### src/sv/ppd_pkg.sv
// Shared types and constants of the packed pattern decoder.
package ppd_pkg;

    localparam int unsigned ByteW    = 8;
    localparam int unsigned RowW     = 6;
    localparam int unsigned RowCntW  = 7;
    localparam int unsigned ChanW    = 5;
    localparam int unsigned CountW   = 6;
    localparam int unsigned FlagW    = 3;
    localparam int unsigned HeldN    = 4;

    localparam logic [RowCntW-1:0] RowSat      = 7'd127;
    localparam logic [CountW-1:0]  LimitReset  = 6'd32;
    localparam logic [ChanW-1:0]   HighReset   = 5'd1;

    // One result item as it sits in the output queue.
    typedef struct packed {
        logic              is_summary;
        logic [RowW-1:0]   row;
        logic [ChanW-1:0]  channel;
        logic              has_note;
        logic [ByteW-1:0]  note;
        logic [ByteW-1:0]  instrument;
        logic              has_effect;
        logic [ByteW-1:0]  effect;
        logic [ByteW-1:0]  param;
        logic              has_volume;
        logic [ByteW-1:0]  volume;
        logic [CountW-1:0] channel_count;
    } t_result;

    // What the decoder hands to the output queue for one accepted byte.
    typedef struct packed {
        logic    ev_valid;
        logic    sum_valid;
        t_result ev;
        t_result sum;
    } t_dec_out;

endpackage

### src/sv/ppd_if.sv
// Valid/ready channel interfaces for the input bytes and the result items.
interface ppd_in_if;
    logic       valid;
    logic       ready;
    logic [7:0] packed_byte;
    logic       last;

    modport source (output valid, output packed_byte, output last, input ready);
    modport sink   (input valid, input packed_byte, input last, output ready);
endinterface

interface ppd_out_if;
    logic       valid;
    logic       ready;
    logic       is_summary;
    logic [5:0] row;
    logic [4:0] channel;
    logic       has_note;
    logic [7:0] note;
    logic [7:0] instrument;
    logic       has_effect;
    logic [7:0] effect;
    logic [7:0] param;
    logic       has_volume;
    logic [7:0] volume;
    logic [5:0] channel_count;

    modport source (
        output valid, input ready,
        output is_summary, output row, output channel,
        output has_note, output note, output instrument,
        output has_effect, output effect, output param,
        output has_volume, output volume, output channel_count
    );
    modport sink (
        input valid, output ready,
        input is_summary, input row, input channel,
        input has_note, input note, input instrument,
        input has_effect, input effect, input param,
        input has_volume, input volume, input channel_count
    );
endinterface

### src/sv/ppd_decode.sv
// Byte decoder: phase tracking, held payload bytes and event/summary forming.
module ppd_decode #(
    parameter int unsigned ROWS = 64
) (
    input  logic                          i_clk,
    input  logic                          i_rst_n,
    input  logic                          i_accept,
    input  logic [ppd_pkg::ByteW-1:0]     i_byte,
    input  logic                          i_last,
    input  logic                          i_cfg_we,
    input  logic [ppd_pkg::CountW-1:0]    i_cfg_data,
    output ppd_pkg::t_dec_out             o_dec
);

    typedef enum logic [2:0] {
        PH_HEADER = 3'd0,
        PH_NOTE   = 3'd1,
        PH_INSTR  = 3'd2,
        PH_EFFECT = 3'd3,
        PH_PARAM  = 3'd4,
        PH_VOLUME = 3'd5
    } t_phase;

    t_phase                          r_phase, n_phase;
    logic [ppd_pkg::RowCntW-1:0]     r_row, n_row;
    logic [ppd_pkg::ChanW-1:0]       r_chan, n_chan;
    logic [ppd_pkg::FlagW-1:0]       r_flags, n_flags;
    logic [ppd_pkg::ByteW-1:0]       r_held [ppd_pkg::HeldN];
    logic [ppd_pkg::ByteW-1:0]       n_held [ppd_pkg::HeldN];
    logic [ppd_pkg::ChanW-1:0]       r_high, n_high;
    logic [ppd_pkg::CountW-1:0]      r_limit;

    logic                            done;
    logic [ppd_pkg::ByteW-1:0]       vol;
    logic [ppd_pkg::CountW-1:0]      lim;
    logic [ppd_pkg::CountW-1:0]      cnt;

    // Next payload step after step "from"; flag bit 0 note, 1 effect, 2 volume.
    function automatic t_phase next_phase(t_phase from, logic [2:0] flags);
        t_phase res;
        res = PH_HEADER;
        if (from < PH_VOLUME && flags[2]) res = PH_VOLUME;
        if (from < PH_EFFECT && flags[1]) res = PH_EFFECT;
        if (from < PH_NOTE && flags[0]) res = PH_NOTE;
        return res;
    endfunction

    always_comb begin
        n_phase = r_phase;
        n_row   = r_row;
        n_chan  = r_chan;
        n_flags = r_flags;
        n_held  = r_held;
        n_high  = r_high;
        done    = 1'b0;
        vol     = '0;
        case (r_phase)
            PH_HEADER: begin
                if (i_byte == '0) begin
                    if (r_row != ppd_pkg::RowSat) n_row = r_row + 1'b1;
                end else begin
                    n_chan  = i_byte[ppd_pkg::ChanW-1:0];
                    n_flags = i_byte[7:5];
                    if (n_chan > r_high) n_high = n_chan;
                    for (int k = 0; k < ppd_pkg::HeldN; k++) n_held[k] = '0;
                    n_phase = next_phase(PH_HEADER, i_byte[7:5]);
                    done    = (n_phase == PH_HEADER);
                end
            end
            PH_NOTE: begin
                n_held[0] = i_byte;
                n_phase   = PH_INSTR;
            end
            PH_INSTR: begin
                n_held[1] = i_byte;
                n_phase   = next_phase(PH_INSTR, r_flags);
                done      = (n_phase == PH_HEADER);
            end
            PH_EFFECT: begin
                n_held[2] = i_byte;
                n_phase   = PH_PARAM;
            end
            PH_PARAM: begin
                n_held[3] = i_byte;
                n_phase   = next_phase(PH_PARAM, r_flags);
                done      = (n_phase == PH_HEADER);
            end
            PH_VOLUME: begin
                vol     = i_byte;
                n_phase = PH_HEADER;
                done    = 1'b1;
            end
            default: begin
                n_phase = PH_HEADER;
            end
        endcase
    end

    // A limit of zero behaves as one; count is highest channel plus one.
    always_comb begin
        lim = (r_limit == '0) ? ppd_pkg::CountW'(1) : r_limit;
        cnt = ppd_pkg::CountW'(n_high) + 1'b1;
        if (cnt > lim) cnt = lim;
    end

    always_comb begin
        o_dec                   = '0;
        o_dec.ev_valid          = i_accept && done && (r_row < ppd_pkg::RowCntW'(ROWS));
        o_dec.ev.row            = r_row[ppd_pkg::RowW-1:0];
        o_dec.ev.channel        = n_chan;
        o_dec.ev.has_note       = n_flags[0];
        o_dec.ev.note           = n_flags[0] ? n_held[0] : '0;
        o_dec.ev.instrument     = n_flags[0] ? n_held[1] : '0;
        o_dec.ev.has_effect     = n_flags[1];
        o_dec.ev.effect         = n_flags[1] ? n_held[2] : '0;
        o_dec.ev.param          = n_flags[1] ? n_held[3] : '0;
        o_dec.ev.has_volume     = n_flags[2];
        o_dec.ev.volume         = n_flags[2] ? vol : '0;
        o_dec.sum_valid         = i_accept && i_last;
        o_dec.sum.is_summary    = 1'b1;
        o_dec.sum.channel_count = cnt;
    end

    always_ff @(posedge i_clk) begin
        if (!i_rst_n) begin
            r_phase <= PH_HEADER;
            r_row   <= '0;
            r_chan  <= '0;
            r_flags <= '0;
            r_high  <= ppd_pkg::HighReset;
            r_limit <= ppd_pkg::LimitReset;
            for (int k = 0; k < ppd_pkg::HeldN; k++) r_held[k] <= '0;
        end else begin
            if (i_cfg_we) r_limit <= i_cfg_data;
            if (i_accept) begin
                if (i_last) begin
                    // The pattern ends here: start the next one from scratch.
                    r_phase <= PH_HEADER;
                    r_row   <= '0;
                    r_chan  <= '0;
                    r_flags <= '0;
                    r_high  <= ppd_pkg::HighReset;
                    for (int k = 0; k < ppd_pkg::HeldN; k++) r_held[k] <= '0;
                end else begin
                    r_phase <= n_phase;
                    r_row   <= n_row;
                    r_chan  <= n_chan;
                    r_flags <= n_flags;
                    r_high  <= n_high;
                    r_held  <= n_held;
                end
            end
        end
    end

endmodule

### src/sv/ppd_outq.sv
// Four-entry result queue that takes up to two items per cycle and gives one.
module ppd_outq (
    input  logic              i_clk,
    input  logic              i_rst_n,
    input  ppd_pkg::t_dec_out i_dec,
    output logic              o_room,
    output logic              o_valid,
    input  logic              i_ready,
    output ppd_pkg::t_result  o_item
);

    localparam int unsigned Depth = 4;
    localparam int unsigned PtrW  = $clog2(Depth);

    ppd_pkg::t_result     r_mem [Depth];
    logic [PtrW-1:0]      r_wp, n_wp;
    logic [PtrW-1:0]      r_rp, n_rp;
    logic [PtrW:0]        r_cnt, n_cnt;
    logic [1:0]           nwr;
    logic                 pop;
    ppd_pkg::t_result     w0;

    always_comb begin
        nwr   = {1'b0, i_dec.ev_valid} + {1'b0, i_dec.sum_valid};
        w0    = i_dec.ev_valid ? i_dec.ev : i_dec.sum;
        pop   = o_valid && i_ready;
        n_wp  = r_wp + PtrW'(nwr);
        n_rp  = r_rp + PtrW'(pop);
        n_cnt = r_cnt + (PtrW+1)'(nwr) - (PtrW+1)'(pop);
    end

    // Two free entries are kept so that any byte can be taken.
    assign o_room  = (r_cnt <= (PtrW+1)'(Depth - 2));
    assign o_valid = (r_cnt != '0);
    assign o_item  = r_mem[r_rp];

    always_ff @(posedge i_clk) begin
        if (!i_rst_n) begin
            r_wp  <= '0;
            r_rp  <= '0;
            r_cnt <= '0;
        end else begin
            r_wp  <= n_wp;
            r_rp  <= n_rp;
            r_cnt <= n_cnt;
        end
    end

    always_ff @(posedge i_clk) begin
        if (nwr != 2'd0) r_mem[r_wp] <= w0;
        if (nwr == 2'd2) r_mem[r_wp + 1'b1] <= i_dec.sum;
    end

endmodule

### src/sv/packed_pattern_decoder.sv
// Top level of the packed pattern decoder: byte decoder followed by result queue.
//
// This block decodes the packed byte stream of one tracker pattern and takes one
// byte per clock cycle while the result queue has room. A zero header byte
// advances the row; any other header byte names a channel in its low five bits
// and announces note and instrument (bit 5), effect and parameter (bit 6) and
// volume (bit 7) bytes, which follow in that order. When the last byte of an
// event has been taken, a cell event with row, channel, presence flags and raw
// bytes is produced; payload fields whose flag is clear read as zero. Events on
// rows at or beyond ROWS are not produced, though their channel still counts.
// The byte marked last is decoded as usual and then followed by a summary item
// whose channel_count is the highest channel seen (at least one) plus one,
// clamped to channel_limit (a limit of zero acts as one); an unfinished event is
// dropped and the decoder starts the next pattern from its reset state. Each
// byte is decoded in the cycle of its transfer and its results are written into
// a four-entry result queue that takes up to two items in one cycle; input ready
// stays high while at least two entries are free, so with the output side
// taking results freely a byte is taken in every cycle, and the throughput limit
// is the output port's one transfer per cycle. channel_limit resets to 32 and is
// written through i_cfg_we/i_cfg_data; the user must write it only while the
// block is idle, which the block itself does not enforce.
module packed_pattern_decoder #(
    parameter int unsigned ROWS = 64
) (
    input  logic                       i_clk,
    input  logic                       i_rst_n,
    input  logic                       i_cfg_we,
    input  logic [ppd_pkg::CountW-1:0] i_cfg_data,
    ppd_in_if.sink                     i_in,
    ppd_out_if.source                  o_out
);

    logic              accept;
    logic              room;
    ppd_pkg::t_dec_out dec;
    ppd_pkg::t_result  item;

    // A byte transfers when the queue has room for the two items it may cause.
    assign i_in.ready = room;
    assign accept     = i_in.valid && room;

    ppd_decode #(
        .ROWS (ROWS)
    ) u_decode (
        .i_clk      (i_clk),
        .i_rst_n    (i_rst_n),
        .i_accept   (accept),
        .i_byte     (i_in.packed_byte),
        .i_last     (i_in.last),
        .i_cfg_we   (i_cfg_we),
        .i_cfg_data (i_cfg_data),
        .o_dec      (dec)
    );

    ppd_outq u_outq (
        .i_clk   (i_clk),
        .i_rst_n (i_rst_n),
        .i_dec   (dec),
        .o_room  (room),
        .o_valid (o_out.valid),
        .i_ready (o_out.ready),
        .o_item  (item)
    );

    assign o_out.is_summary    = item.is_summary;
    assign o_out.row           = item.row;
    assign o_out.channel       = item.channel;
    assign o_out.has_note      = item.has_note;
    assign o_out.note          = item.note;
    assign o_out.instrument    = item.instrument;
    assign o_out.has_effect    = item.has_effect;
    assign o_out.effect        = item.effect;
    assign o_out.param         = item.param;
    assign o_out.has_volume    = item.has_volume;
    assign o_out.volume        = item.volume;
    assign o_out.channel_count = item.channel_count;

endmodule
### src/flat_wrapper.sv
// flat-port wrapper written by rule: the top's interface ports become plain ports
module packed_pattern_decoder_flat 
#(
    parameter int unsigned ROWS = 64
)
  (i_clk, i_rst_n, i_cfg_we, i_cfg_data, i_in_valid, i_in_packed_byte, i_in_last, i_in_ready, o_out_valid, o_out_ready, o_out_is_summary, o_out_row, o_out_channel, o_out_has_note, o_out_note, o_out_instrument, o_out_has_effect, o_out_effect, o_out_param, o_out_has_volume, o_out_volume, o_out_channel_count);
  ppd_in_if i_in_i ();
  ppd_out_if o_out_i ();
  input  logic i_clk;
  input  logic i_rst_n;
  input  logic i_cfg_we;
  input  logic [ppd_pkg::CountW-1:0] i_cfg_data;
  input wire logic [$bits(i_in_i.valid)-1:0] i_in_valid;
  input wire logic [$bits(i_in_i.packed_byte)-1:0] i_in_packed_byte;
  input wire logic [$bits(i_in_i.last)-1:0] i_in_last;
  output wire logic [$bits(i_in_i.ready)-1:0] i_in_ready;
  output wire logic [$bits(o_out_i.valid)-1:0] o_out_valid;
  input wire logic [$bits(o_out_i.ready)-1:0] o_out_ready;
  output wire logic [$bits(o_out_i.is_summary)-1:0] o_out_is_summary;
  output wire logic [$bits(o_out_i.row)-1:0] o_out_row;
  output wire logic [$bits(o_out_i.channel)-1:0] o_out_channel;
  output wire logic [$bits(o_out_i.has_note)-1:0] o_out_has_note;
  output wire logic [$bits(o_out_i.note)-1:0] o_out_note;
  output wire logic [$bits(o_out_i.instrument)-1:0] o_out_instrument;
  output wire logic [$bits(o_out_i.has_effect)-1:0] o_out_has_effect;
  output wire logic [$bits(o_out_i.effect)-1:0] o_out_effect;
  output wire logic [$bits(o_out_i.param)-1:0] o_out_param;
  output wire logic [$bits(o_out_i.has_volume)-1:0] o_out_has_volume;
  output wire logic [$bits(o_out_i.volume)-1:0] o_out_volume;
  output wire logic [$bits(o_out_i.channel_count)-1:0] o_out_channel_count;
  assign i_in_i.valid = i_in_valid;
  assign i_in_i.packed_byte = i_in_packed_byte;
  assign i_in_i.last = i_in_last;
  assign i_in_ready = i_in_i.ready;
  assign o_out_valid = o_out_i.valid;
  assign o_out_i.ready = o_out_ready;
  assign o_out_is_summary = o_out_i.is_summary;
  assign o_out_row = o_out_i.row;
  assign o_out_channel = o_out_i.channel;
  assign o_out_has_note = o_out_i.has_note;
  assign o_out_note = o_out_i.note;
  assign o_out_instrument = o_out_i.instrument;
  assign o_out_has_effect = o_out_i.has_effect;
  assign o_out_effect = o_out_i.effect;
  assign o_out_param = o_out_i.param;
  assign o_out_has_volume = o_out_i.has_volume;
  assign o_out_volume = o_out_i.volume;
  assign o_out_channel_count = o_out_i.channel_count;
  packed_pattern_decoder #(.ROWS(ROWS)) u_core (.i_clk(i_clk), .i_rst_n(i_rst_n), .i_cfg_we(i_cfg_we), .i_cfg_data(i_cfg_data), .i_in(i_in_i), .o_out(o_out_i));
endmodule
### config.mk
export PLATFORM = sky130hd
export DESIGN_NAME = packed_pattern_decoder_flat
export DESIGN_NICKNAME = d
export VERILOG_FILES = /design/src/sv/ppd_pkg.sv /design/src/sv/ppd_if.sv /design/src/sv/ppd_decode.sv /design/src/sv/ppd_outq.sv /design/src/sv/packed_pattern_decoder.sv /design/src/flat_wrapper.sv
export SDC_FILE = /design/constraint.sdc
export NUM_CORES = 1
export LEC_CHECK = 0
export BUFFER_PORTS_ARGS = -buffer_cell sky130_fd_sc_hd__buf_2
export CORE_ASPECT_RATIO = 0.8
export CORE_MARGIN = 2
export CORE_UTILIZATION = 65
export CTS_BUF_LIST = sky130_fd_sc_hd__clkbuf_4 sky130_fd_sc_hd__clkbuf_8 sky130_fd_sc_hd__clkbuf_16
export DETAILED_ROUTE_END_ITERATION = 6
export HOLD_SLACK_MARGIN = 0.06
export MAX_ROUTING_LAYER = met4
export PLACE_DENSITY_LB_ADDON = 0.08
export SYNTH_ARGS = -nofsm -noshare
export SYNTH_HDL_FRONTEND = slang
export SYNTH_SLANG_ARGS = --single-unit
### constraint.sdc
create_clock -name i_clk -period 10.3 [get_ports i_clk]
set_input_delay 0.515 -clock i_clk [delete_from_list [all_inputs] [get_ports i_clk]]
set_output_delay 0.515 -clock i_clk [all_outputs]
set_load 0.02 [all_outputs]
---- After elaboration in Yosys (flattened, before gate mapping) ----
Memory sizes are Yosys's and may differ from the RTL's. A register that Yosys moved wholly into a read port is not among the register bits.
Index checks and enable logic that the tools add are counted.
storage, ports and cells
  word-level logic and storage cells ...... 100
  register bits after elaboration ......... 68
  output and inout bits ................... 63
  input bits .............................. 20
  memories kept ........................... 1
  RAM bits ................................ 244
cells by class
  muxes and demuxes ....................... 48
  reduce and logical (&&, ||, !) cells .... 18
  magnitude comparators ................... 4
  equal/unequal tests ..................... 8
  add/subtract/negate cells ............... 8
memory list
  memory               depth  bits a word  rd ports  clocked after memory_dff  write ports  line            RTL
  u_core.u_outq.r_mem  4      61           1         1                         2            ppd_outq.sv:15  ppd_pkg::t_result r_mem [Depth];
operators by type and width
  kind                                                  number
  2-to-1 mux 32 bit                                     2
  one-hot mux 8 bit (2 select lines)                    4
  2-to-1 mux 61 bit                                     1
  2-to-1 mux 8 bit                                      6
  2-to-1 mux 3 bit                                      14
  2-to-1 mux 5 bit                                      7
  2-to-1 mux 7 bit                                      4
  one-hot mux 3 bit (5 select lines)                    1
  zero test 3 bit                                       4
  2-to-1 mux 6 bit                                      2
  zero test 8 bit                                       1
  nonzero test 2 bit                                    4
  adder 7 x 1 -> 7 bit (second input constant)          1
  < comparator 7 bit (second input constant)            1
  != test 7 bit (second input constant)                 1
  adder 5 x 1 -> 6 bit (second input constant)          1
  equality test 3 x 2 -> 1 bit (second input constant)  2
  equality test 3 bit (second input constant)           2
  > comparator 6 bit                                    1
  zero test 6 bit                                       1
  > comparator 5 bit                                    1
  logical AND 1 bit                                     5
  2-to-1 mux 1 bit                                      5
  one-hot mux 1 bit (4 select lines)                    1
  other kinds (14)                                      14

---- Logic depth before layout (Yosys ltp) ----
Gate-level depths: netlist of run 1.
  depth in word-level cells ............... 14
  mapped depth ............................ 22
  gate-level depth less buffers ........... 20

---- Modules after synthesis ----
From an unflattened synthesis of run 1, not the netlist that was laid out.
second synthesis, totals
  cell total of the unflattened synthesis .. 1,204
  area total of the unflattened synthesis .. 16,520.8 µm²
modules (own cells, without submodules)
  module                  area each (µm²)  instances  cells each
  ppd_outq                12,265.5         1          641
  ppd_decode              4,249.1          1          562
  packed_pattern_decoder  6.3              1          1

---- Least setup slack after synthesis of run 1 ----
OpenSTA, ideal clock, no wires.
  path type ............................... input to register
  start point ............................. in i_in_packed_byte[0]
  end point ............................... mem u_core.u_outq.r_mem[0][2] in the netlist's numbering (data pin)
  buffers on the path ..................... 2
  data arrival time ....................... 4.773 ns
  path slack .............................. 5.255 ns
  stages on the path ...................... 21
  library setup time ...................... 0.271 ns
  data required time ...................... 10.029 ns
  path through ............................ buf_2 inv_1 ha_1 and2_1 a211oi_2 mux2i_1 inv_1 ha_1 and3_1 nand3_1 a21oi_1 or3b_2 a21boi_0 ha_1 nand2_1 mux2_2 o31a_1 clkbuf_1 a211oi_1 a211oi_1 nor2_1
RTL lines
  what             line                RTL
  start, declared  flat_wrapper.sv:14  input wire logic [$bits(i_in_i.packed_byte)-1:0] i_in_packed_byte;
  end, declared    ppd_outq.sv:15

==> results of run 1 <==
[per-stage QoR]
stage          hold slack (ns)  power [mW]  setup WS [ns]  std cells
2_1_floorplan            0.418        1.72           5.26       1228
3_3_place_gp             0.429        1.86           4.48       1482
3_5_place_dp             0.438        1.87           4.40       1482
4_1_cts                  0.182        2.95           4.86       1537
5_1_grt                  0.196        3.05           4.42       1537
6_report                 0.192        2.95           4.86       1537
[worst register-to-register path, stage by stage, from the launching register on]
cell,delay (ns)
dfxtp_1,0.43
inv_1,0.11
ha_1,0.29
and4_1,0.20
and2_1,0.20
a211oi_2,0.61
mux2i_1,0.33
inv_1,0.09
ha_1,0.26
and3_1,0.24
nand3_1,0.10
a21oi_1,0.06
or3b_2,0.48
a21boi_0,0.14
ha_1,0.29
nand2_1,0.06
mux2_2,0.22
o31a_1,0.39
a211oi_1,0.10
a211oi_1,0.47
nor2_1,0.10
[per-layer routing]
metal / vias to the layer above / GRT usage
met3: 48 / 0.0538
met2: 473 / 0.473
met5: - / -
li1: 4616 / -
met4: 0 / 0.0692
met1: 5095 / 0.484
[worst max-delay path by stage]
stage / end / slack (ns) / cells after the start / startpoint
global placement: u_core.u_outq.r_mem[1][2]$_DFFE_PP_ / 4.48 / 20 / i_in_packed_byte[4]
global route: u_core.u_outq.r_mem[0][2]$_DFFE_PP_ / 4.42 / 20 / u_core.u_decode.r_high[2]$_SDFFE_PN0P_
floorplan: u_core.u_outq.r_mem[0][2]$_DFFE_PP_ / 5.26 / 21 / i_in_packed_byte[0]
finish: u_core.u_outq.r_mem[0][2]$_DFFE_PP_ / 4.86 / 20 / u_core.u_decode.r_high[3]$_SDFFE_PN0P_
CTS: u_core.u_outq.r_mem[0][2]$_DFFE_PP_ / 4.86 / 20 / u_core.u_decode.r_high[2]$_SDFFE_PN0P_
detailed placement: u_core.u_outq.r_mem[0][2]$_DFFE_PP_ / 4.40 / 20 / i_in_packed_byte[3]
[Yosys cell counts, drive strengths merged, types with 2 or more instances]
library cell / count
a211oi: 6
a21boi: 4
a21o: 7
a21oi: 31
a22o: 172
a22oi: 59
a311o: 2
a31oi: 5
a32oi: 2
and2: 18
and3: 7
buf: 24
clkbuf: 79
dfxtp: 288
edfxtp: 24
ha: 20
inv: 26
mux2: 2
mux2i: 14
mux4: 61
nand2: 121
nand2b: 9
nand3: 19
nand4: 3
nor2: 59
nor2b: 53
nor3: 12
nor3b: 2
nor4: 2
o211ai: 4
o21ai: 54
o31ai: 7
or3: 5
or4: 2
xnor2: 9
xor2: 3
[cell type report]
class | count | share of cell area
Sequential cell | 312 | 0.440
Multi-Input combinational cell | 787 | 0.430
Clock buffer | 45 | 0.0638
Timing Repair Buffer | 93 | 0.0334
Tap cell | 264 | 0.0224
Inverter | 26 | 0.00661
Clock inverter | 10 | 0.00432
[cell families (layout without fill, tap and decap cells)]
| group | Yosys count | after routing | share of synthesized area |
|---|---|---|---|
| compound gates | 361 | 361 | 0.211 |
| flops | 312 | 312 | 0.487 |
| buf+inv | 129 | 174 | 0.0395 |
| xor+xnor | 12 | 12 | 0.00789 |
| fa+ha+maj | 21 | 21 | 0.0203 |
| simple gates | 316 | 316 | 0.119 |
| mux | 77 | 77 | 0.115 |
[power breakdown]
group / internal, mW / total [mW] / switching [mW] / leakage, nW
clock: 0.633 / 1.10 / 0.468 / 0.509
combinational: 0.188 / 0.515 / 0.327 / 2.51
sequential: 1.27 / 1.33 / 0.0646 / 2.54
[state kept, by name, indices dropped and copies added, names as in the netlist]
signal,flops
u_core.u_decode.r_held,32
u_core.u_outq.r_wp,2
u_core.u_decode.r_flags,3
u_core.u_decode.r_phase,3
u_core.u_decode.r_limit,6
u_core.u_outq.r_rp,2
u_core.u_decode.r_high,5
u_core.u_decode.r_chan,5
u_core.u_decode.r_row,7
u_core.u_outq.r_mem,244
u_core.u_outq.r_cnt,3
==> impl_metrics.tcl, run 1 <==
set metrics [dict create \
    io_pins 83 \
    num-fill-cells 1409 \
    hold-path-cell-count 3 \
    crit_family "compound AO/OA/AOI/OAI gates" \
    required_ns 10.57 \
    setup_violations 0 \
    hp-start "i_cfg_data[5]" \
    postSynthCellCount 1228 \
    cts_setup_buffers 0 \
    drtAntennaViolNets 0 \
    multi_input_area_mm2 0.00634 \
    syn_avg_cell_area_um2 10.8 \
    finalCritPeriodShare 0.528 \
    coreArea_mm2 0.0200 \
    cpMaxStageDelayCell "a211oi_2" \
    portBuffers 82 \
    rsz0062_at_grt "false" \
    power.leakage_nw 5.55 \
    drtIter0Drc 1178 \
    setup_tns_ns 0 \
    synth_edf_count 24 \
    period_needed_ns 5.44 \
    max-clock-path-buffers 3 \
    slew_headroom 0.204 \
    hold_violations 0 \
    die_w_um 164 \
    grt_pass1_vias 9841 \
    synth_top_area_frac 0.433 \
    clk-insertion-delay-late_ns 0.55 \
    layout.area.seq_mm2 0.00649 \
    grt-ovfl-total 0 \
    num_antenna_cells 0 \
    r2r_cells 20 \
    initial_core_util 0.667 \
    final_cell_mix "286 x dfxtp_1, 172 x a22o_1, 119 x nand2_1, 82 x buf_2, 61 x mux4_2" \
    met1_length_mm 15.7 \
    crit_type "flop to flop" \
    place_area_mm2 0.0138 \
    cts_sinks 312 \
    cp_cell_sequence "inv_1 -> ha_1 -> and4_1 -> and2_1 -> a211oi_2 -> mux2i_1 -> inv_1 -> ha_1 -> and3_1 -> nand3_1 -> a21oi_1 -> or3b_2 -> a21boi_0 -> ha_1 -> nand2_1 -> mux2_2 -> o31a_1 -> a211oi_1 -> a211oi_1 -> nor2_1" \
    routed-wl-met2_mm 15.3 \
    synth.ff_latch_count 312 \
    fmax_mhz 184 \
    place.gp.congestion 0.920 \
    cp_data_arrival_time_ns 5.71 \
    cts-htree-levels 1 \
    regToRegSetupSlack_ns 4.86 \
    fin_util 0.739 \
    slowest_delay_ns 0.61 \
    cts_tree "done" \
    routed.top_layer "met4" \
    wl_met3_mm 2.94 \
    yosysTopAreaCell "dfxtp_1" \
    totalWireLength_mm 34.5 \
    hold_buffers 0 \
    critPathMaxFanout 10 \
    outcome "complete, no violations" \
    crit_path_start_kind "flop" \
    async_flop_share 0 \
    power_density_mw_per_mm2 200 \
    grt_max_degree 64 \
    dieArea_mm2 0.0217 \
    cp-end-kind "flop" \
    drv_slew 0 \
    grt_pass1_wl_mm 54.3 \
    cap_violations 0 \
    syn_nets 1269 \
    avgViaCountPerCell 6.66 \
    worst_pin_slew_ns 1.18 \
    r2r_end "u_core.u_outq.r_mem[0][2]$_DFFE_PP_" \
    final_net_count 1291 \
    root_buffer "clkbuf_16" \
    track_usage 0.326 \
    numCtsBuffers 30 \
    synthToLayoutAreaGrowth_pct 10.8 \
    synth_ff_type "dfxtp_1" \
    yosysWarnings 0 \
    holdPathEnd "u_core.u_decode.r_limit[5]$_SDFFE_PN1P_" \
    vias 10200 \
    final_common_cell "dfxtp_1" \
    crit_top_cell "ha_1" \
    seq_area_frac_synth 0.487 \
    path_clk_slew_ns 0.07 \
    syn_area_mm2 0.0133 \
    fin_skew_ns 0.0114 \
    wl_per_cell_um 22.4 \
    drcViolationCount 0 \
    ir_drop_uv 174 \
    grt_antenna_before_repair 0 \
    synth.area.top_cells "dfxtp_1 43%, a22o_1 11%, mux4_2 10%" \
    die_h_um 132 \
    hold_path.class "input port to flop" \
    timing.rr.start "u_core.u_decode.r_high[3]$_SDFFE_PN0P_" \
    hpwl_mm 21.5 \
    first_pass_iters 5 \
    synth_cell_types 67 \
    num_rows 46 \
    drive_above_1_share 0.197 \
    design_area_mm2 0.0148 \
    ctsResizeCount 0 \
    crit_buf_inv 2 \
]
(Power assumes the default switching activity.)
==> run 2, diff against run 1 <==
--- a/config.mk
+++ b/config.mk
@@ -8,7 +8,7 @@
 export BUFFER_PORTS_ARGS = -buffer_cell sky130_fd_sc_hd__buf_2
 export CORE_ASPECT_RATIO = 0.8
 export CORE_MARGIN = 2
-export CORE_UTILIZATION = 65
+export CORE_UTILIZATION = 55
 export CTS_BUF_LIST = sky130_fd_sc_hd__clkbuf_4 sky130_fd_sc_hd__clkbuf_8 sky130_fd_sc_hd__clkbuf_16
 export DETAILED_ROUTE_END_ITERATION = 6
 export HOLD_SLACK_MARGIN = 0.06
==> constraint.sdc (replaced) <==
create_clock -name i_clk -period 4.65 [get_ports i_clk]
set_input_delay 0.2325 -clock i_clk [delete_from_list [all_inputs] [get_ports i_clk]]
set_output_delay 0.2325 -clock i_clk [all_outputs]
set_load 0.02 [all_outputs]
==> run 2 against run 1 <==
  * Sequential power up 120%
  * Non-clock buffer count rose by 49
  * Via count fell by 0.87%
  * Register-to-register slack lost 4.7 ns
  * Combinational power grew to 2.5 times the previous value
  * Sequential share of layout area shrank 1.7 points
  * First-iteration DRC count decreased by 24%
  * Critical path depth is the same
  * Utilization fell by 8.8 points
  * Clock-buffer cell count decreased by 3
  * Worst hold slack got worse by 0.10 ns
  * Critical endpoint is now u_core.u_outq.r_mem[3][5]$_DFFE_PP_
==> impl_metrics.tcl, run 2 (synthesis gave the netlist of run 1 again) <==
set metrics [dict create \
    numCtsBuffers 29 \
    grt_antenna_before_repair 1 \
    timing.rr.start "u_core.u_decode.r_high[1]$_SDFFE_PN0P_" \
    reg_top3 "u_core.u_outq.r_mem x244, u_core.u_decode.r_held x32, u_core.u_decode.r_row x7" \
    path_clk_slew_ns 0.06 \
    coreArea_mm2 0.0236 \
    fin_util 0.651 \
    cp-startpoint "u_core.u_decode.r_high[1]$_SDFFE_PN0P_" \
    dieArea_mm2 0.0255 \
    crit_end "u_core.u_outq.r_mem[3][5]$_DFFE_PP_" \
    num_rows 50 \
    grt_pass1_wl_mm 54.8 \
    power.leakage_nw 5.81 \
    num-fill-cells 1874 \
    clk-insertion-delay-late_ns 0.54 \
    portBuffers 82 \
    track_usage 0.284 \
    final_cell_mix "285 x dfxtp_1, 172 x a22o_1, 119 x nand2_1, 82 x buf_2, 61 x mux4_2" \
    place_ws_ns -0.118 \
    finalCritPeriodShare 0.969 \
    crit_path_start_kind "flop" \
    cp_data_arrival_time_ns 4.89 \
    drtIter0Drc 890 \
    grt_pass1_vias 9810 \
    grt_max_degree 64 \
    max-clock-path-buffers 3 \
    cp-end-kind "flop" \
    avgViaCountPerCell 6.22 \
    cap_violations 0 \
    critPathMaxFanout 10 \
    top_register "u_core.u_outq.r_mem" \
    cts-htree-levels 1 \
    final_net_count 1339 \
    grt-ovfl-total 0 \
    wl_per_cell_um 21.4 \
    cts_sinks 312 \
    regToRegSetupSlack_ns 0.15 \
    r2r_cells 20 \
    required_ns 5.03 \
    hold_path.class "input port to flop" \
    io_pins 83 \
    setup_violations 0 \
    setup_tns_ns 0 \
    setup_ws_ns 0.146 \
    layout.area.seq_mm2 0.00649 \
    period_needed_ns 4.50 \
    fmax_mhz 222 \
    hold_violations 0 \
    root_buffer "clkbuf_16" \
    place.gp.congestion 0.883 \
    largest_reg_flops 244 \
    outcome "complete, no violations" \
    crit_type "flop to flop" \
    hpwl_mm 22.2 \
    die_h_um 143 \
    r2r_end "u_core.u_outq.r_mem[3][5]$_DFFE_PP_" \
    totalWireLength_mm 35.0 \
    vias 10100 \
    fin_skew_ns 0.00708 \
    power_density_mw_per_mm2 438 \
    worst_pin_slew_ns 1.12 \
    hold_ws_ns 0.0912 \
    drtAntennaViolNets 0 \
    first_pass_iters 5 \
    synthToLayoutAreaGrowth_pct 15.2 \
    slew_headroom 0.250 \
    multi_input_area_mm2 0.00644 \
    die_w_um 178 \
    initial_core_util 0.565 \
    drv_slew 0 \
    drive_above_1_share 0.229 \
    ir_drop_uv 392 \
    drcViolationCount 0 \
    cts_tree "done" \
    final_common_cell "dfxtp_1" \
]
## run 2: changes by cell type in the layout (fill, tap and decap cells not counted), moves of 2 or more
cell           before  now
dlygate4sd3_1       0    8
clkbuf_16          32   29
mux2i_2             0    2
a211oi_4            0    3
buf_4              11   48
buf_12              0    4
mux2i_1            14   11
ha_1               20   18
bufinv_16           0    3
a211oi_1            5    2
## run 2: timing repair
| item | 4_1_cts | 5_1_grt |
|---|---|---|
| pin swaps | 1 | 6 |
| setup buffers | 1 | 3 |
| endpoints found under the hold margin | 6 | 0 |
| cloned | 0 | 0 |
| resized for setup | 7 | 10 |
| endpoints found under the setup margin | 24 | 24 |
| hold buffers | 8 | 0 |
## run 2: power by group
group | switching [mW] | internal [mW] | total [mW] | leakage, nW
Sequential | 0.136 | 2.81 | 2.94 | 2.54
Clock | 1.00 | 1.46 | 2.47 | 0.504
Combinational | 0.791 | 0.518 | 1.31 | 2.77
Total | 1.93 | 4.79 | 6.72 | 5.81
## run 2: metal layers
| layer | vias up | wire length [um] | track usage |
|---|---|---|---|
| li1 | 4697 | - | - |
| met1 | 5034 | 16800 | 0.423 |
| met2 | 368 | 15200 | 0.411 |
| met3 | 44 | 2400 | 0.0391 |
| met4 | 0 | 622 | 0.0617 |
| met5 | - | 0 | - |
## run 2: worst max-delay path, stage by stage, from the launching register on
cell and delay, ns:
dfxtp_1 0.33, inv_1 0.06, ha_1 0.30, and4_4 0.20, and2_4 0.16, a211oi_4 0.27
mux2i_1 0.28, inv_1 0.10, ha_2 0.22, and3_1 0.22, nand3_2 0.10, a21oi_1 0.07
or3b_4 0.39, a21boi_0 0.14, ha_1 0.30, nand2_1 0.07, mux2_2 0.32, o31a_1 0.13
buf_12 0.16, a311o_1 0.37, a21oi_1 0.15
## run 2: layout make-up
cell class | instances | share of cell area
Sequential cell | 312 | 0.423
Multi-Input combinational cell | 787 | 0.419
Timing Repair Buffer | 142 | 0.0606
Clock buffer | 42 | 0.0569
Tap cell | 312 | 0.0254
Clock inverter | 9 | 0.00807
Inverter | 26 | 0.00636
Antenna cell | 1 | 0.000163
## run 2: metrics by stage
step	instances	instance area [um^2]	total power, mW
floorplan	1228	13300	3.81
global placement	1567	14200	4.23
detailed placement	1567	14200	4.25
CTS	1627	15300	6.73
global route	1631	15300	6.96
finish	1631	15300	6.72
## run 2: how the worst min path moves through the flow
stage,slack [ns],end,cells past startpoint,from
global placement,0.43,u_core.u_outq.r_mem[3][60]$_SDFFE_PP1P_,2,u_core.u_outq.r_mem[3][60]$_SDFFE_PP1P_
CTS,0.07,u_core.u_decode.r_row[5]$_SDFFE_PN0P_,3,i_rst_n
floorplan,0.36,u_core.u_decode.r_limit[5]$_SDFFE_PN1P_,2,i_cfg_data[5]
detailed placement,0.44,u_core.u_outq.r_mem[1][60]$_SDFFE_PP1P_,2,u_core.u_outq.r_mem[1][60]$_SDFFE_PP1P_
finish,0.09,u_core.u_decode.r_row[5]$_SDFFE_PN0P_,3,i_rst_n
global route,0.10,u_core.u_decode.r_row[5]$_SDFFE_PN0P_,3,i_rst_n
==> run 3, diff against run 2 <==
--- a/config.mk
+++ b/config.mk
@@ -8,7 +8,7 @@
 export BUFFER_PORTS_ARGS = -buffer_cell sky130_fd_sc_hd__buf_2
 export CORE_ASPECT_RATIO = 0.8
 export CORE_MARGIN = 2
-export CORE_UTILIZATION = 55
+export CORE_UTILIZATION = 56
 export CTS_BUF_LIST = sky130_fd_sc_hd__clkbuf_4 sky130_fd_sc_hd__clkbuf_8 sky130_fd_sc_hd__clkbuf_16
 export DETAILED_ROUTE_END_ITERATION = 6
 export HOLD_SLACK_MARGIN = 0.06
@@ -16,4 +16,5 @@
 export PLACE_DENSITY_LB_ADDON = 0.08
 export SYNTH_ARGS = -nofsm -noshare
 export SYNTH_HDL_FRONTEND = slang
+export SYNTH_HIERARCHICAL = 1
 export SYNTH_SLANG_ARGS = --single-unit
==> run 3 against run 2 <==
  * Clock-buffer cell count up 6
  * Via count down 2.0%
  * First-iteration DRC count down 9.7%
  * Critical path depth down 1
  * Wire length up 7.6%
  * Combinational power up 86%
  * Worst setup slack better by 0.14 ns
  * Design area up 20%
  * Die area up 21%
  * Total power up 30%
  * Largest cell class unchanged
  * Highest routed layer unchanged
==> impl_metrics.tcl, run 3 <==
set metrics [dict create \
    outcome "complete, no violations" \
    fmax_mhz 229 \
    ir_drop_uv 424 \
    io_pins 83 \
    grt_antenna_before_repair 0 \
    r2r_cells 19 \
    cap_violations 0 \
    layout.area.seq_mm2 0.00869 \
    rsz0062_at_grt "false" \
    portBuffers 82 \
    p_sw_mw 2.62 \
    numCtsBuffers 34 \
    synth_edf_count 244 \
    grt-ovfl-total 0 \
    drtIter0Drc 804 \
    power_density_mw_per_mm2 474 \
    final_common_cell "edfxtp_1" \
    postSynthCellCount 1204 \
    num_antenna_cells 0 \
    synth_common_cells "244 x edfxtp_1, 234 x mux2_2, 80 x buf_4, 80 x nand2_1, 68 x dfxtp_1" \
    combPwrFrac 0.280 \
    power.leakage_nw 6.40 \
    critPathMaxFanout 6 \
    holdPathEnd "u_core/u_decode/r_limit[5]$_SDFFE_PN1P_" \
    synthToLayoutAreaGrowth_pct 11.3 \
    period_needed_ns 4.36 \
    first_pass_iters 7 \
    coreArea_mm2 0.0291 \
    avgViaCountPerCell 5.86 \
    grt_pass1_vias 10200 \
    synth-simple-area-share 0.0713 \
    synth.ff_latch_count 312 \
    worst_pin_slew_ns 1.15 \
    yosysWarnings 6 \
    track_usage 0.257 \
    place.gp.congestion 0.871 \
    die_h_um 158 \
    dp_cells 1632 \
    crit_type "flop to flop" \
    seq_area_frac_synth 0.526 \
    totalWireLength_mm 37.6 \
    multi_input_area_mm2 0.00708 \
    timing.rr.start "u_core/u_decode/r_high[1]$_SDFFE_PN0P_" \
    synth.area.top_cells "edfxtp_1 44%, mux2_2 16%, mux4_2 8.3%" \
    cts-htree-levels 2 \
    max-clock-path-buffers 3 \
    internal_power_mw 6.09 \
    design_area_mm2 0.0184 \
    cts_setup_buffers 0 \
    power.total_mw 8.71 \
    synthXorXnorAreaFrac 0.00848 \
    clk-insertion-delay-late_ns 0.51 \
    wl_per_cell_um 22.2 \
    p_sw_frac 0.301 \
    drtAntennaViolNets 0 \
    num_rows 56 \
    stdcell_count 1697 \
    synth_top_family_by_area "multiplexers" \
    hold_violations 0 \
    cts_tree "done" \
    fin_util 0.631 \
    required_ns 4.91 \
    synth_cell_types 58 \
    root_buffer "clkbuf_16" \
    top_register "u_core/u_outq/r_mem" \
    crit_path_start_kind "flop" \
    yosysTopAreaCell "edfxtp_1" \
    hpwl_mm 23.1 \
    drcViolationCount 0 \
    hp-start "i_cfg_we" \
    cp_data_arrival_time_ns 4.63 \
    synth_compound_area_frac 0.0563 \
    largest_reg_flops 244 \
    cp-end-kind "flop" \
    pwr-share-seq 0.410 \
    final_net_count 1336 \
    r2r_end "u_core/u_outq/r_mem[1][1]$_DFFE_PP_" \
    syn_area_mm2 0.0165 \
    reg_top3 "u_core/u_outq/r_mem x244, u_core/u_decode/r_held x32, u_core/u_decode/r_row x7" \
    regToRegSetupSlack_ns 0.29 \
    synthMuxAreaShare 0.259 \
    fin_skew_ns 0.0145 \
    async_flop_share 0 \
    finalCritPeriodShare 0.938 \
    syn_avg_cell_area_um2 13.7 \
    place_area_mm2 0.0172 \
    synthAdderAreaFrac 0.0148 \
    slew_headroom 0.232 \
    die_w_um 196 \
    num-fill-cells 2236 \
    setup_violations 0 \
    synth_ff_type "edfxtp_1" \
    drive_above_1_share 0.381 \
    synth_most_common_cell "edfxtp_1" \
    hold_path.class "input port to flop" \
    drv_slew 0 \
    synth_top_area_frac 0.444 \
    pwr-share-clk 0.310 \
    path_clk_slew_ns 0.06 \
    vias 9943 \
    initial_core_util 0.567 \
    cts_sinks 312 \
    hold-path-cell-count 2 \
    final_cell_mix "244 x edfxtp_1, 234 x mux2_2, 82 x buf_2, 79 x nand2_1, 66 x dfxtp_1" \
    dieArea_mm2 0.0309 \
    grt_max_degree 68 \
    grt_pass1_wl_mm 58.7 \
]
[run 3: cell families (layout without fill, tap and decap cells)]
kind of cell               after synthesis  after routing
muxes                                  320            320
other                                    2             62
and+or+nand+nor                        237            237
DFF                                    312            312
xor gates and xnor gates                16             16
adders and majority gates               19             19
buffers and inverters                  167            223
AOI/OAI and AO/OA                      131            131
[run 3: layer usage]
metal	routed length, um	up-vias	GRT usage
met4	738	0	0.0664
met2	17700	291	0.404
met1	17300	4965	0.362
li1	-	4629	-
met5	0	-	-
met3	1860	58	0.0298
[run 3: power by group through the flow]
stage	clock [mW]	combinational, mW	sequential [mW]
2_1_floorplan	0	1.86	3.50
3_3_place_gp	0	2.42	3.63
3_5_place_dp	0	2.44	3.64
4_1_cts	2.76	2.45	3.58
5_1_grt	2.86	2.63	3.61
6_report	2.70	2.44	3.57
[run 3: final cells by class]
class | count | share of cell area
well taps | 377 | 0.0257
clock buffers | 48 | 0.0552
repair buffers | 138 | 0.0508
flip-flops and latches | 312 | 0.473
inverters | 26 | 0.00531
multi-input cells | 785 | 0.385
clock inverters | 11 | 0.00558
[run 3: timing repair]
action                     4_1_cts  5_1_grt
hold endpoints to repair         6        0
setup endpoints to repair        0       20
hold buffers                     6        0
resized for setup                0        4
[run 3: per-stage QoR]
stage                     hold slack [ns]  worst slack, ns  TNS [ns]
after detailed placement            0.470           0.0711         0
after CTS                          0.0939           0.0558         0
after floorplan                     0.354           -0.639    -77.95
after global placement              0.465            0.211         0
final                               0.108            0.288         0
after global routing                0.115           0.0235         0
[run 3: worst max-delay path, cell delays in order, from the launching register on]
cell and delay (ns):
dfxtp_1 0.35, inv_1 0.06, ha_1 0.29, nand2b_1 0.05
a211o_1 0.34, a211o_1 0.35, o21ai_2 0.17, ha_2 0.23
nand3_1 0.13, mux2i_1 0.19, xnor2_1 0.10, a21oi_2 0.20
ha_1 0.26, nand3_1 0.11, nor2_1 0.06, o31a_1 0.27
o22ai_1 0.13, buf_4 0.19, mux2_2 0.37, mux2_2 0.28
[run 3: how the worst max path moves through the flow]
stage	startpoint	end	cells after the start
2_1_floorplan	u_core/u_decode/r_phase[1]$_SDFFE_PN0P_	u_core/u_outq/r_mem[1][0]$_DFFE_PP_	10
3_3_place_gp	u_core/u_decode/r_high[1]$_SDFFE_PN0P_	u_core/u_outq/r_mem[0][4]$_DFFE_PP_	19
3_5_place_dp	u_core/u_decode/r_high[1]$_SDFFE_PN0P_	u_core/u_outq/r_mem[2][5]$_DFFE_PP_	19
4_1_cts	u_core/u_decode/r_high[1]$_SDFFE_PN0P_	u_core/u_outq/r_mem[2][5]$_DFFE_PP_	19
5_1_grt	u_core/u_decode/r_high[1]$_SDFFE_PN0P_	u_core/u_outq/r_mem[0][2]$_DFFE_PP_	20
6_report	u_core/u_decode/r_high[1]$_SDFFE_PN0P_	u_core/u_outq/r_mem[1][1]$_DFFE_PP_	19
